==> src/hw/rtl/utcl_pkg.sv <==
`default_nettype none

package utcl_pkg;

	localparam int unsigned BASE_YEAR  = 1970;
	localparam int unsigned MONTH_DAYS = 31;

	localparam logic [11:0] YEAR_BASE    = 12'd1970;
	localparam logic [11:0] YEAR_NOLEAP  = 12'd2100;
	localparam logic [11:0] YEAR_BLK_SHT = 12'd2098;
	localparam logic [2:0]  JAN1_WD_BASE = 3'd4;

	localparam logic [32:0] SECS_YEAR      = 33'd31536000;
	localparam logic [32:0] SECS_LEAP_YEAR = 33'd31622400;
	localparam logic [32:0] SECS_BLK       = 33'd126230400;
	localparam logic [32:0] SECS_BLK_SHORT = 33'd126144000;
	localparam logic [31:0] SECS_HOUR      = 32'd3600;

	localparam logic [2:0] REG_ZONE_OFFSET  = 3'd0;
	localparam logic [2:0] REG_BEGIN_MONTH  = 3'd1;
	localparam logic [2:0] REG_BEGIN_HOUR   = 3'd2;
	localparam logic [2:0] REG_END_MONTH    = 3'd3;
	localparam logic [2:0] REG_END_HOUR     = 3'd4;

	typedef struct packed {
		logic [4:0] zone_offset_hours;
		logic [3:0] summer_begin_month;
		logic [4:0] summer_begin_hour;
		logic [3:0] summer_end_month;
		logic [4:0] summer_end_hour;
	} cfg_t;

	typedef struct packed {
		logic load;
		logic step;
		logic day;
		logic sec;
		logic sel_end;
		logic finish;
	} cmd_t;

	typedef struct packed {
		logic search_done;
		logic epoch_zero;
	} sts_t;

	function automatic logic [3:0] clamp_month(input logic [3:0] m);
		logic [3:0] r;
		r = m;
		if (m == 4'd0) begin
			r = 4'd1;
		end else if (m > 4'd12) begin
			r = 4'd12;
		end
		return r;
	endfunction

	function automatic logic [8:0] days_before(input logic [3:0] m);
		logic [8:0] r;
		case (m)
			4'd1:    r = 9'd0;
			4'd2:    r = 9'd31;
			4'd3:    r = 9'd59;
			4'd4:    r = 9'd90;
			4'd5:    r = 9'd120;
			4'd6:    r = 9'd151;
			4'd7:    r = 9'd181;
			4'd8:    r = 9'd212;
			4'd9:    r = 9'd243;
			4'd10:   r = 9'd273;
			4'd11:   r = 9'd304;
			4'd12:   r = 9'd334;
			default: r = 9'd0;
		endcase
		return r;
	endfunction

	// (days_before + 30) mod 7
	function automatic logic [2:0] wd_offset(input logic [3:0] m);
		logic [2:0] r;
		case (m)
			4'd1:    r = 3'd2;
			4'd2:    r = 3'd5;
			4'd3:    r = 3'd5;
			4'd4:    r = 3'd1;
			4'd5:    r = 3'd3;
			4'd6:    r = 3'd6;
			4'd7:    r = 3'd1;
			4'd8:    r = 3'd4;
			4'd9:    r = 3'd0;
			4'd10:   r = 3'd2;
			4'd11:   r = 3'd5;
			4'd12:   r = 3'd0;
			default: r = 3'd0;
		endcase
		return r;
	endfunction

endpackage

`default_nettype wire

==> src/hw/rtl/utcl_cfg_regs.sv <==
`default_nettype none

module utcl_cfg_regs (
	input  wire logic          clk,
	input  wire logic          arst_n,
	input  wire logic          cfg_valid,
	output logic               cfg_ready,
	input  wire logic [2:0]    cfg_index,
	input  wire logic [4:0]    cfg_data,
	output utcl_pkg::cfg_t     cfg
);

	utcl_pkg::cfg_t cfg_q;

	assign cfg_ready = 1'b1;
	assign cfg       = cfg_q;

	always_ff @(posedge clk or negedge arst_n) begin
		if (!arst_n) begin
			cfg_q.zone_offset_hours  <= 5'd0;
			cfg_q.summer_begin_month <= 4'd3;
			cfg_q.summer_begin_hour  <= 5'd1;
			cfg_q.summer_end_month   <= 4'd10;
			cfg_q.summer_end_hour    <= 5'd1;
		end else if (cfg_valid && cfg_ready) begin
			case (cfg_index)
				utcl_pkg::REG_ZONE_OFFSET: cfg_q.zone_offset_hours  <= cfg_data;
				utcl_pkg::REG_BEGIN_MONTH: cfg_q.summer_begin_month <= cfg_data[3:0];
				utcl_pkg::REG_BEGIN_HOUR:  cfg_q.summer_begin_hour  <= cfg_data;
				utcl_pkg::REG_END_MONTH:   cfg_q.summer_end_month   <= cfg_data[3:0];
				utcl_pkg::REG_END_HOUR:    cfg_q.summer_end_hour    <= cfg_data;
				default: ;
			endcase
		end
	end

endmodule

`default_nettype wire

==> src/hw/rtl/utcl_ctrl.sv <==
`default_nettype none

module utcl_ctrl (
	input  wire logic          clk,
	input  wire logic          arst_n,
	input  wire logic          start,
	output logic               busy,
	input  wire utcl_pkg::sts_t sts,
	output utcl_pkg::cmd_t     cmd
);

	typedef enum logic [2:0] {
		IDLE,
		SEARCH,
		BEG_DAY,
		BEG_SEC,
		END_DAY,
		END_SEC,
		FINISH
	} state_t;

	state_t state_q;

	assign busy = (state_q != IDLE);

	always_comb begin
		cmd         = '0;
		cmd.load    = start && (state_q == IDLE);
		cmd.step    = (state_q == SEARCH) && !sts.search_done && !sts.epoch_zero;
		cmd.day     = (state_q == BEG_DAY) || (state_q == END_DAY);
		cmd.sec     = (state_q == BEG_SEC) || (state_q == END_SEC);
		cmd.sel_end = (state_q == END_DAY) || (state_q == END_SEC);
		cmd.finish  = (state_q == FINISH);
	end

	always_ff @(posedge clk or negedge arst_n) begin
		if (!arst_n) begin
			state_q <= IDLE;
		end else begin
			case (state_q)
				IDLE: begin
					if (start) begin
						state_q <= SEARCH;
					end
				end
				SEARCH: begin
					if (sts.epoch_zero) begin
						state_q <= FINISH;
					end else if (sts.search_done) begin
						state_q <= BEG_DAY;
					end
				end
				BEG_DAY: state_q <= BEG_SEC;
				BEG_SEC: state_q <= END_DAY;
				END_DAY: state_q <= END_SEC;
				END_SEC: state_q <= FINISH;
				FINISH:  state_q <= IDLE;
				default: state_q <= IDLE;
			endcase
		end
	end

endmodule

`default_nettype wire

==> src/hw/rtl/utcl_dpath.sv <==
`default_nettype none

module utcl_dpath (
	input  wire logic          clk,
	input  wire logic          arst_n,
	input  wire logic [31:0]   epoch_utc,
	input  wire utcl_pkg::cfg_t cfg,
	input  wire utcl_pkg::cmd_t cmd,
	output utcl_pkg::sts_t     sts,
	output logic               done,
	output logic [31:0]        local_seconds,
	output logic               summer_active,
	output logic               failed
);

	logic [31:0] epoch_q;
	logic [11:0] year_q;
	logic [31:0] ystart_q;
	logic [15:0] ydays_q;
	logic [2:0]  jan1_wd_q;
	logic [16:0] day_q;
	logic [33:0] t_begin_q;
	logic [33:0] t_end_q;
	logic        done_q;
	logic [31:0] local_q;
	logic        summer_q;
	logic        failed_q;

	// year search
	logic        leap_y;
	logic        blk_short;
	logic [32:0] end1;
	logic [32:0] end4;
	logic        jump1;
	logic        jump4;
	logic [3:0]  wd_inc;
	logic [3:0]  wd_sum;
	logic [2:0]  jan1_next;

	// boundary
	logic [3:0]  sel_month;
	logic [4:0]  sel_hour;
	logic [3:0]  mi;
	logic        leap_adj;
	logic [16:0] d_full;
	logic [3:0]  bwd_sum;
	logic [2:0]  bwd;
	logic [21:0] hrs;
	logic [33:0] t_sec;

	// result
	logic        summer;
	logic signed [17:0] zone_ext;
	logic signed [17:0] zone_secs;
	logic [31:0] zone_add;
	logic [31:0] local_sum;

	assign leap_y    = (year_q[1:0] == 2'd0) && (year_q != utcl_pkg::YEAR_NOLEAP);
	assign blk_short = (year_q == utcl_pkg::YEAR_BLK_SHT);
	assign end1 = {1'b0, ystart_q} +
		(leap_y ? utcl_pkg::SECS_LEAP_YEAR : utcl_pkg::SECS_YEAR);
	assign end4 = {1'b0, ystart_q} +
		(blk_short ? utcl_pkg::SECS_BLK_SHORT : utcl_pkg::SECS_BLK);
	assign jump4 = (year_q[1:0] == 2'd2) && ({1'b0, epoch_q} >= end4);
	assign jump1 = !jump4 && ({1'b0, epoch_q} >= end1);

	always_comb begin
		if (jump4) begin
			wd_inc = blk_short ? 4'd4 : 4'd5;
		end else begin
			wd_inc = leap_y ? 4'd2 : 4'd1;
		end
	end

	assign wd_sum    = {1'b0, jan1_wd_q} + wd_inc;
	assign jan1_next = (wd_sum >= 4'd7) ? 3'(wd_sum - 4'd7) : wd_sum[2:0];

	assign sts.search_done = !(jump4 || jump1);
	assign sts.epoch_zero  = (epoch_q == 32'd0);

	assign sel_month = cmd.sel_end ? cfg.summer_end_month : cfg.summer_begin_month;
	assign sel_hour  = cmd.sel_end ? cfg.summer_end_hour  : cfg.summer_begin_hour;
	assign mi        = utcl_pkg::clamp_month(sel_month);
	assign leap_adj  = (mi > 4'd2) && leap_y;
	assign d_full    = {1'b0, ydays_q} + 17'(utcl_pkg::days_before(mi)) +
		17'(leap_adj) + 17'(utcl_pkg::MONTH_DAYS - 1);
	assign bwd_sum   = {1'b0, jan1_wd_q} + {1'b0, utcl_pkg::wd_offset(mi)} + 4'(leap_adj);
	assign bwd       = (bwd_sum >= 4'd7) ? 3'(bwd_sum - 4'd7) : bwd_sum[2:0];

	assign hrs   = 22'(day_q) * 22'd24 + 22'(sel_hour);
	assign t_sec = 34'(hrs) * 34'd3600;

	assign summer = ({2'b00, epoch_q} >= t_begin_q) && ({2'b00, epoch_q} < t_end_q);

	assign zone_ext  = {{13{cfg.zone_offset_hours[4]}}, cfg.zone_offset_hours};
	assign zone_secs = zone_ext * 18'sd3600;
	assign zone_add  = {{14{zone_secs[17]}}, zone_secs};
	assign local_sum = epoch_q + (summer ? utcl_pkg::SECS_HOUR : 32'd0) + zone_add;

	always_ff @(posedge clk) begin
		if (cmd.load) begin
			epoch_q   <= epoch_utc;
			year_q    <= utcl_pkg::YEAR_BASE;
			ystart_q  <= 32'd0;
			ydays_q   <= 16'd0;
			jan1_wd_q <= utcl_pkg::JAN1_WD_BASE;
		end else if (cmd.step) begin
			jan1_wd_q <= jan1_next;
			if (jump4) begin
				year_q   <= year_q + 12'd4;
				ystart_q <= end4[31:0];
				ydays_q  <= ydays_q + (blk_short ? 16'd1460 : 16'd1461);
			end else if (jump1) begin
				year_q   <= year_q + 12'd1;
				ystart_q <= end1[31:0];
				ydays_q  <= ydays_q + (leap_y ? 16'd366 : 16'd365);
			end
		end
		if (cmd.day) begin
			day_q <= d_full - 17'(bwd);
		end
		if (cmd.sec) begin
			if (cmd.sel_end) begin
				t_end_q <= t_sec;
			end else begin
				t_begin_q <= t_sec;
			end
		end
		if (cmd.finish) begin
			failed_q <= sts.epoch_zero;
			summer_q <= summer && !sts.epoch_zero;
			local_q  <= sts.epoch_zero ? 32'd0 : local_sum;
		end
	end

	always_ff @(posedge clk or negedge arst_n) begin
		if (!arst_n) begin
			done_q <= 1'b0;
		end else begin
			done_q <= cmd.finish;
		end
	end

	assign done          = done_q;
	assign local_seconds = local_q;
	assign summer_active = summer_q;
	assign failed        = failed_q;

endmodule

`default_nettype wire

==> src/hw/rtl/utc_to_local_time_with_eu_dst_top.sv <==
// channel   signals                               transfer
// --------  ------------------------------------  ---------------------------------
// input     start, busy, epoch_utc                start high while busy low
// result    done, local_seconds, summer_active,   done high, one cycle
//           failed
// config    cfg_valid, cfg_ready, cfg_index,      cfg_valid and cfg_ready high
//           cfg_data
//
// the year search steps four years or one year per cycle from 1970,
// then each summer boundary passes a day state and a seconds state,
// begin before end, and a finish state registers the result
// a zero epoch leaves the search at once and goes to the finish state
// reset restores the default zone and summer rules
// done cannot be held off; busy is low in the cycle done is shown
`default_nettype none

module utc_to_local_time_with_eu_dst_top (
	input  wire logic        clk,
	input  wire logic        arst_n,
	input  wire logic        start,
	output logic             busy,
	input  wire logic [31:0] epoch_utc,
	output logic             done,
	output logic [31:0]      local_seconds,
	output logic             summer_active,
	output logic             failed,
	input  wire logic        cfg_valid,
	output logic             cfg_ready,
	input  wire logic [2:0]  cfg_index,
	input  wire logic [4:0]  cfg_data
);

	utcl_pkg::cfg_t cfg;
	utcl_pkg::cmd_t cmd;
	utcl_pkg::sts_t sts;

	utcl_cfg_regs u_cfg (
		.clk       (clk),
		.arst_n    (arst_n),
		.cfg_valid (cfg_valid),
		.cfg_ready (cfg_ready),
		.cfg_index (cfg_index),
		.cfg_data  (cfg_data),
		.cfg       (cfg)
	);

	utcl_ctrl u_ctrl (
		.clk    (clk),
		.arst_n (arst_n),
		.start  (start),
		.busy   (busy),
		.sts    (sts),
		.cmd    (cmd)
	);

	utcl_dpath u_dpath (
		.clk           (clk),
		.arst_n        (arst_n),
		.epoch_utc     (epoch_utc),
		.cfg           (cfg),
		.cmd           (cmd),
		.sts           (sts),
		.done          (done),
		.local_seconds (local_seconds),
		.summer_active (summer_active),
		.failed        (failed)
	);

endmodule

`default_nettype wire
==> config.mk <==
export PLATFORM = sky130hd
export DESIGN_NAME = utc_to_local_time_with_eu_dst_top
export DESIGN_NICKNAME = d
export VERILOG_FILES = /design/src/hw/rtl/utcl_pkg.sv /design/src/hw/rtl/utcl_cfg_regs.sv /design/src/hw/rtl/utcl_ctrl.sv /design/src/hw/rtl/utcl_dpath.sv /design/src/hw/rtl/utc_to_local_time_with_eu_dst_top.sv
export SDC_FILE = /design/constraint.sdc
export NUM_CORES = 1
export LEC_CHECK = 0
export BUFFER_PORTS_ARGS = -buffer_cell sky130_fd_sc_hd__buf_2
export CAP_MARGIN = 20
export CORE_ASPECT_RATIO = 0.75
export CORE_MARGIN = 2
export CORE_UTILIZATION = 25
export DETAILED_ROUTE_END_ITERATION = 12
export PLACE_DENSITY = 0.42
export SETUP_SLACK_MARGIN = 0.02
export SLEW_MARGIN = 30
export SYNTH_ARGS = -nofsm -noshare
export SYNTH_HDL_FRONTEND = slang
export SYNTH_HIERARCHICAL = 1
export SYNTH_SLANG_ARGS = --single-unit
==> constraint.sdc <==
create_clock -name clk -period 7.32 [get_ports clk]
set_input_delay 1.098 -clock clk [delete_from_list [all_inputs] [get_ports clk]]
set_output_delay 1.098 -clock clk [all_outputs]
set_load 0.02 [all_outputs]
Word level (Yosys, flattened, before mapping)
Memories as Yosys holds them, arrays and structs flattened.
Cells that the tools add are included.

storage, ports and cells
  bits in registers = 233
  ROM bits = 192
  input port bits = 44
  output and inout port bits = 37
  word-level logic and storage cells = 120
  memories = 2

memories
  name             depth  bits a word  read ports  clocked after Yosys merged registers in  wr ports  RTL line        text
  (no name shown)  16     9            1           0                                        0         utcl_pkg.sv:60  case (m)
  (no name shown)  16     3            1           0                                        0         utcl_pkg.sv:81  case (m)

operators by class
  $add $sub $neg = 18
  multiply operators = 3
  $lt $le $gt $ge = 8
  eq/ne operators = 15
  multiplexer cells = 24
  bitwise logic cells = 1
  reductions and logical operators = 31

operators by type and width
  cell                                                 number
  adder 32 x 33 -> 33 bit                              2
  >= comparator 32 x 33 -> 1 bit                       2
  adder 32 bit                                         2
  two-way mux 32 bit                                   2
  two-way mux 12 bit                                   3
  two-way mux 18 bit                                   2
  >= comparator 32 x 34 -> 1 bit                       1
  less-than comparator 32 x 34 -> 1 bit                1
  adder 16 bit                                         2
  zero test 32 bit                                     1
  two-way mux 16 bit                                   2
  multiplier 22 x 8 -> 30 bit (second input constant)  1
  adder 22 x 5 -> 22 bit                               1
  multiplier 17 x 2 -> 19 bit (second input constant)  1
  one-hot mux 3 bit (6 select lines)                   1
  AND reduction 2 bit                                  9
  adder 16 x 9 -> 17 bit                               1
  adder 17 x 1 -> 17 bit                               1
  adder 17 x 5 -> 17 bit (second input constant)       1
  subtractor 17 x 3 -> 17 bit                          1
  two-way mux 4 bit                                    4
  two-way mux 3 bit                                    5
  multiplier 5 x 9 -> 14 bit (second input constant)   1
  adder 12 x 1 -> 12 bit (second input constant)       1
  28 further kinds                                     52

Longest topological paths before layout
  word-level depth = 12
  depth in mapped cells = 40
  gate-level depth less buffers = 37

Hierarchy
The synthesis kept the hierarchy.

by module, submodules not included
  module         times used  cells each  area each (um2)  seq. area each (um2)
  utcl_dpath     1           1976        18811.8          5440.2
  utcl_cfg_regs  1           53          923.4            583.1
  utcl_ctrl      1           25          198.9            75.1

Worst setup path before layout
No wires, ideal clock.

  kind = register -> register
  from = register u_dpath.year_q[7]
  to = register u_dpath.ydays_q[14]
  setup time = 128 ps
  arrival time = 7605 ps
  required time = 7192 ps
  setup slack = -412 ps
  stages on the path, launching flop included = 40
  buffers on the path = 3
  period minus slack after synthesis = 7732 ps
  cell sequence = dfxtp_1 -> or4_1 -> nor2_1 -> and3_1 -> inv_1 -> ha_1 -> fa_1 -> or4_1 -> a21o_1 -> a31oi_1 -> o21bai_1 -> a31o_2 -> or3_1 -> xor2_1 -> ha_1 -> nand4_1 -> nor4_1 -> nand3_1 -> [4 not listed] -> inv_2 -> buf_2 -> buf_2 -> nor2_1 -> a21oi_1 -> ha_1 -> inv_1 -> fa_1 -> nand2b_1 -> a21oi_1 -> o21ai_0 -> a21oi_1 -> o21bai_1 -> o21ai_0 -> o21bai_1 -> nand4_1 -> xnor2_1 -> nor2_1

on the way
  cells in the longest elaborated chain, start to end = 11
  elaborated cells between the ends (all ways) = 23
  those cells by class = 4 x add/sub; 2 x order compare; 2 x eq/ne; 6 x mux; 9 x reduce/logical

RTL lines
  item                                  RTL line           text
  start: declaration                    utcl_dpath.sv:17   logic [11:0] year_q;
  start signal: assignment              utcl_dpath.sv:103  year_q <= utcl_pkg::YEAR_BASE;
  start signal: assignment              utcl_dpath.sv:110  year_q <= year_q + 12'd4;
  start signal: assignment              utcl_dpath.sv:114  year_q <= year_q + 12'd1;
  == test 12 bit                        utcl_dpath.sv:59   assign blk_short = (year_q == utcl_pkg::YEAR_BLK_SHT);
  two-way mux 18 bit                    utcl_dpath.sv:63   (blk_short ? utcl_pkg::SECS_BLK_SHORT : utcl_pkg::SECS_BLK);
  adder 32 x 33 -> 33 bit               utcl_dpath.sv:62   assign end4 = {1'b0, ystart_q} +
  >= comparator 32 x 33 -> 1 bit        utcl_dpath.sv:64   assign jump4 = (year_q[1:0] == 2'd2) && ({1'b0, epoch_q} >= end4);
  logical AND 1 bit                     utcl_dpath.sv:64
  zero test 1 bit                       utcl_dpath.sv:65   assign jump1 = !jump4 && ({1'b0, epoch_q} >= end1);
  logical AND 1 bit                     utcl_dpath.sv:65
  logical OR 1 bit                      utcl_dpath.sv:78   assign sts.search_done = !(jump4 || jump1);
  logical AND 1 bit (2 in series)       utcl_ctrl.sv:29    cmd.step = (state_q == SEARCH) && !sts.search_done && !sts.epoch_zero;
  AND reduction 2 bit (no source line)  n/a
  end signal: assignment                utcl_dpath.sv:112  ydays_q <= ydays_q + (blk_short ? 16'd1460 : 16'd1461);
  end signal: assignment                utcl_dpath.sv:116  ydays_q <= ydays_q + (leap_y ? 16'd366 : 16'd365);
  end: declaration                      utcl_dpath.sv:19   logic [15:0] ydays_q;

Parallel ways exist; a longest one is shown, timed or not. The select of a mux whose other input is x is not followed.
A chain may end at the register's enable or synchronous reset.

Worst setup path after layout
Same ends and word-level chain as after synthesis.

==> metrics.txt <==
RSZ-0062 raised after global routing=yes; Final Hold Fails=0; Mapped Area=19930 um^2; most frequent cells in the layout=345 x ha_1, 244 x inv_1, 145 x buf_4; die area=82030 um^2; CP peak stage delay=approximately 0.54 ns; violated checks=design-rule violations; CP max FO=3; Antenna Cells=0; height of the chip=between 200 and 250 um; Sink Count=around 230; critical path class=flip-flop to flip-flop; #FFs+latches synth=around 230; Worst EP arrival=approximately 7.5 ns; routability cong.=~0.85; root buffer cell=clkbuf_16; final setup fails=0; most common cell after layout, fill and taps aside=ha_1; crit path max-delay cell type=or4_4; Final #Nets=around 2700; Reg clk slew, reported paths=approximately 0.060 ns; DP HPWL=around 45000 um; setup_tns=0 ns; Syn Nets=around 2500; final WL=56370 um; vias in the first global route=between 15000 and 20000; Post-synth EDFFs=about 140; Ys Warns=6; cell count after synthesis=a little over 2000; drt first pass iters=9; final core occ=between 30% and 40%; synth top area cells=ha_1 22%, edfxtp_1 22%, fa_1 5.9%; status=complete, but fails checks; DRT iter0 DRCs=891; IO buf count=79; gr ovfl total=0; kind of end point of the critical path=flip-flop; core area=78840 um^2; layout cells sized above 1=about 17%; GRT Overall Usage=a little over an eighth; maxcap violations=0; DRC=9; initial antenna violation count=2; Reg2Reg Depth=37; Main synth FF type=edfxtp_1; Area Growth Syn to Fin=19.60%; vias per cell=around 4.6; total CTS buffers=28; post-synth top area cell=ha_1; largest net degree at the start of global routing=70; clk_lat worst skew=~0.60 ns; fin. max-slew vios=0; Synth async-reset ratio=between 10% and 20%; Hold Crit Class=flip-flop to flip-flop; # rows=between 80 and 90; count of cell types in the netlist=89; Slew headroom=a little over two fifths; final worst path period share=a little over nine tenths; post-synth top area share=a little over a fifth; # IOs=81; die width=around 330 um; Setup WS post-layout=0.2999 ns; Clock Path Buffers=3; f_max=between 100 and 150 MHz; register area share after synthesis=between 30 and 40%; worst slew pin tran=0.8315 ns; Routed wire per std cell=roughly 17 um; Hold Path Stages=0; Place WS=-0.004207 ns; first-pass GRT wire length=a little under 90000 um; vias post-DR=between 15000 and 20000; CTS H-tree lvls=1; CP startpoint kind=flip-flop; CP dominant cell by count=o21bai_1; post-route ant nets=0; CTS tree=yes; cts hold-fix bufs=0; clock skew=slightly above 0.04 ns; CP required=slightly below 8 ns; Avg Cell Area, Syn=around 9.7 um^2; crit path time final=7.020 ns; Initial Utilization=approximately a quarter
-- cell type report --
cell class | count | area (um^2)
Multi-Input combinational cell | 1537 | 12960
Sequential cell | 226 | 6100
Fill cell | 8283 | 55000
Clock inverter | 19 | 207.7
Clock buffer | 33 | 739.5
Timing Repair Buffer | 230 | 1589
Tap cell | 1046 | 1309
Inverter | 247 | 932.1
-- critical path: cells and delay by family (launching register included) --
family                   cells  cell delay [ns]
AND/OR/NAND/NOR             13             2.45
AO/OA/AOI/OAI               13             2.15
adder cells (fa/ha/maj)      5             1.32
XOR/XNOR                     2             0.34
flip-flops                   1             0.32
buffers and inverters        4             0.31
-- what timing repair did --
action,in CTS,in global routing
setup buffers,1,6
pin swaps,4,22
endpoints found under the setup margin,6,62
resized for setup,7,53
-- cell usage after synthesis, drive strengths merged (7+ instances only) --
cell	count
nor4	15
nand2	123
a211oi	18
o21ai	73
a21boi	8
ha	349
or4	8
dfxtp	56
nand4	25
nor2b	21
o211ai	7
clkbuf	28
nand3b	8
or3	10
dfrtp	21
a31o	7
fa	59
o21a	18
inv	247
buf	16
nand3	50
a21oi	116
xnor2	107
nor3	22
a31oi	14
a21o	62
xor2	61
mux2	29
edfxtp	143
nor2	149
and2	10
nand2b	23
o21bai	18
a211o	12
and3	16
mux2i	11
or2	9
-- cell families (layout without fill, tap and decap cells) --
logic type                 after synthesis  in the layout  share of synthesized area (%)
buffers and inverters                  291            529                          5.586
adders and majority gates              408            408                          27.83
xor gates and xnor gates               168            168                          7.381
muxes                                   40             40                          2.209
other                                    1              1                        0.01881
AOI/OAI and AO/OA                      408            408                          13.54
DFF                                    226            226                          30.59
and+or+nand+nor                        512            512                          12.84
-- sequential cells by signal (all words and copies together), names as in the netlist --
register	cells
u_dpath/epoch_q	32
u_dpath/local_seconds	32
u_dpath/t_begin_q	30
u_dpath/t_end_q	30
u_dpath/ystart_q	25
u_cfg/cfg	23
u_dpath/day_q	17
u_dpath/ydays_q	16
u_dpath/year_q	12
u_ctrl/state_q	3
u_dpath/jan1_wd_q	3
u_dpath/done	1
u_dpath/failed	1
u_dpath/summer_active	1
-- path summary, 6_finish.rpt --
path | startpoint | end | slack (ns)
worst min register to register | u_dpath/epoch_q[3] | u_dpath/local_seconds[3] | 0.43
worst max-delay path | u_dpath/year_q[7] | u_dpath/ydays_q[14] | 0.30
min in group asynchronous | arst_n | u_cfg/cfg[5] | 0.56
max in group asynchronous | arst_n | u_cfg/cfg[18] | 6.31
worst max register to register | u_dpath/year_q[7] | u_dpath/ydays_q[14] | 0.30
worst min-delay path | u_dpath/epoch_q[3] | u_dpath/local_seconds[3] | 0.43
-- per-stage QoR --
| step | area [um^2] | hold WS, ns | instances |
|---|---|---|---|
| 5_1_grt | 23840 | 0.4452 | 3338 |
| 3_5_place_dp | 22610 | 0.4301 | 3278 |
| 6_report | 23840 | 0.4332 | 3338 |
| 4_1_cts | 23580 | 0.4341 | 3331 |
| 3_3_place_gp | 22610 | 0.4308 | 3278 |
| 2_1_floorplan | 19970 | 0.4492 | 2054 |
-- layer usage --
layer	up-vias	global-route usage [%]	part of all wire (%)	wire [um]
li1	7686	-	-	-
met1	7356	20.87	53	29860
met2	261	19.55	41	22870
met3	49	2.250	4.6	2621
met4	0	2.650	1.8	1027
met5	-	0	0	0
Power is left out: the tool's default activity adds up to more than one toggle a clock period on the data nets, which glitch-free logic cannot reach.
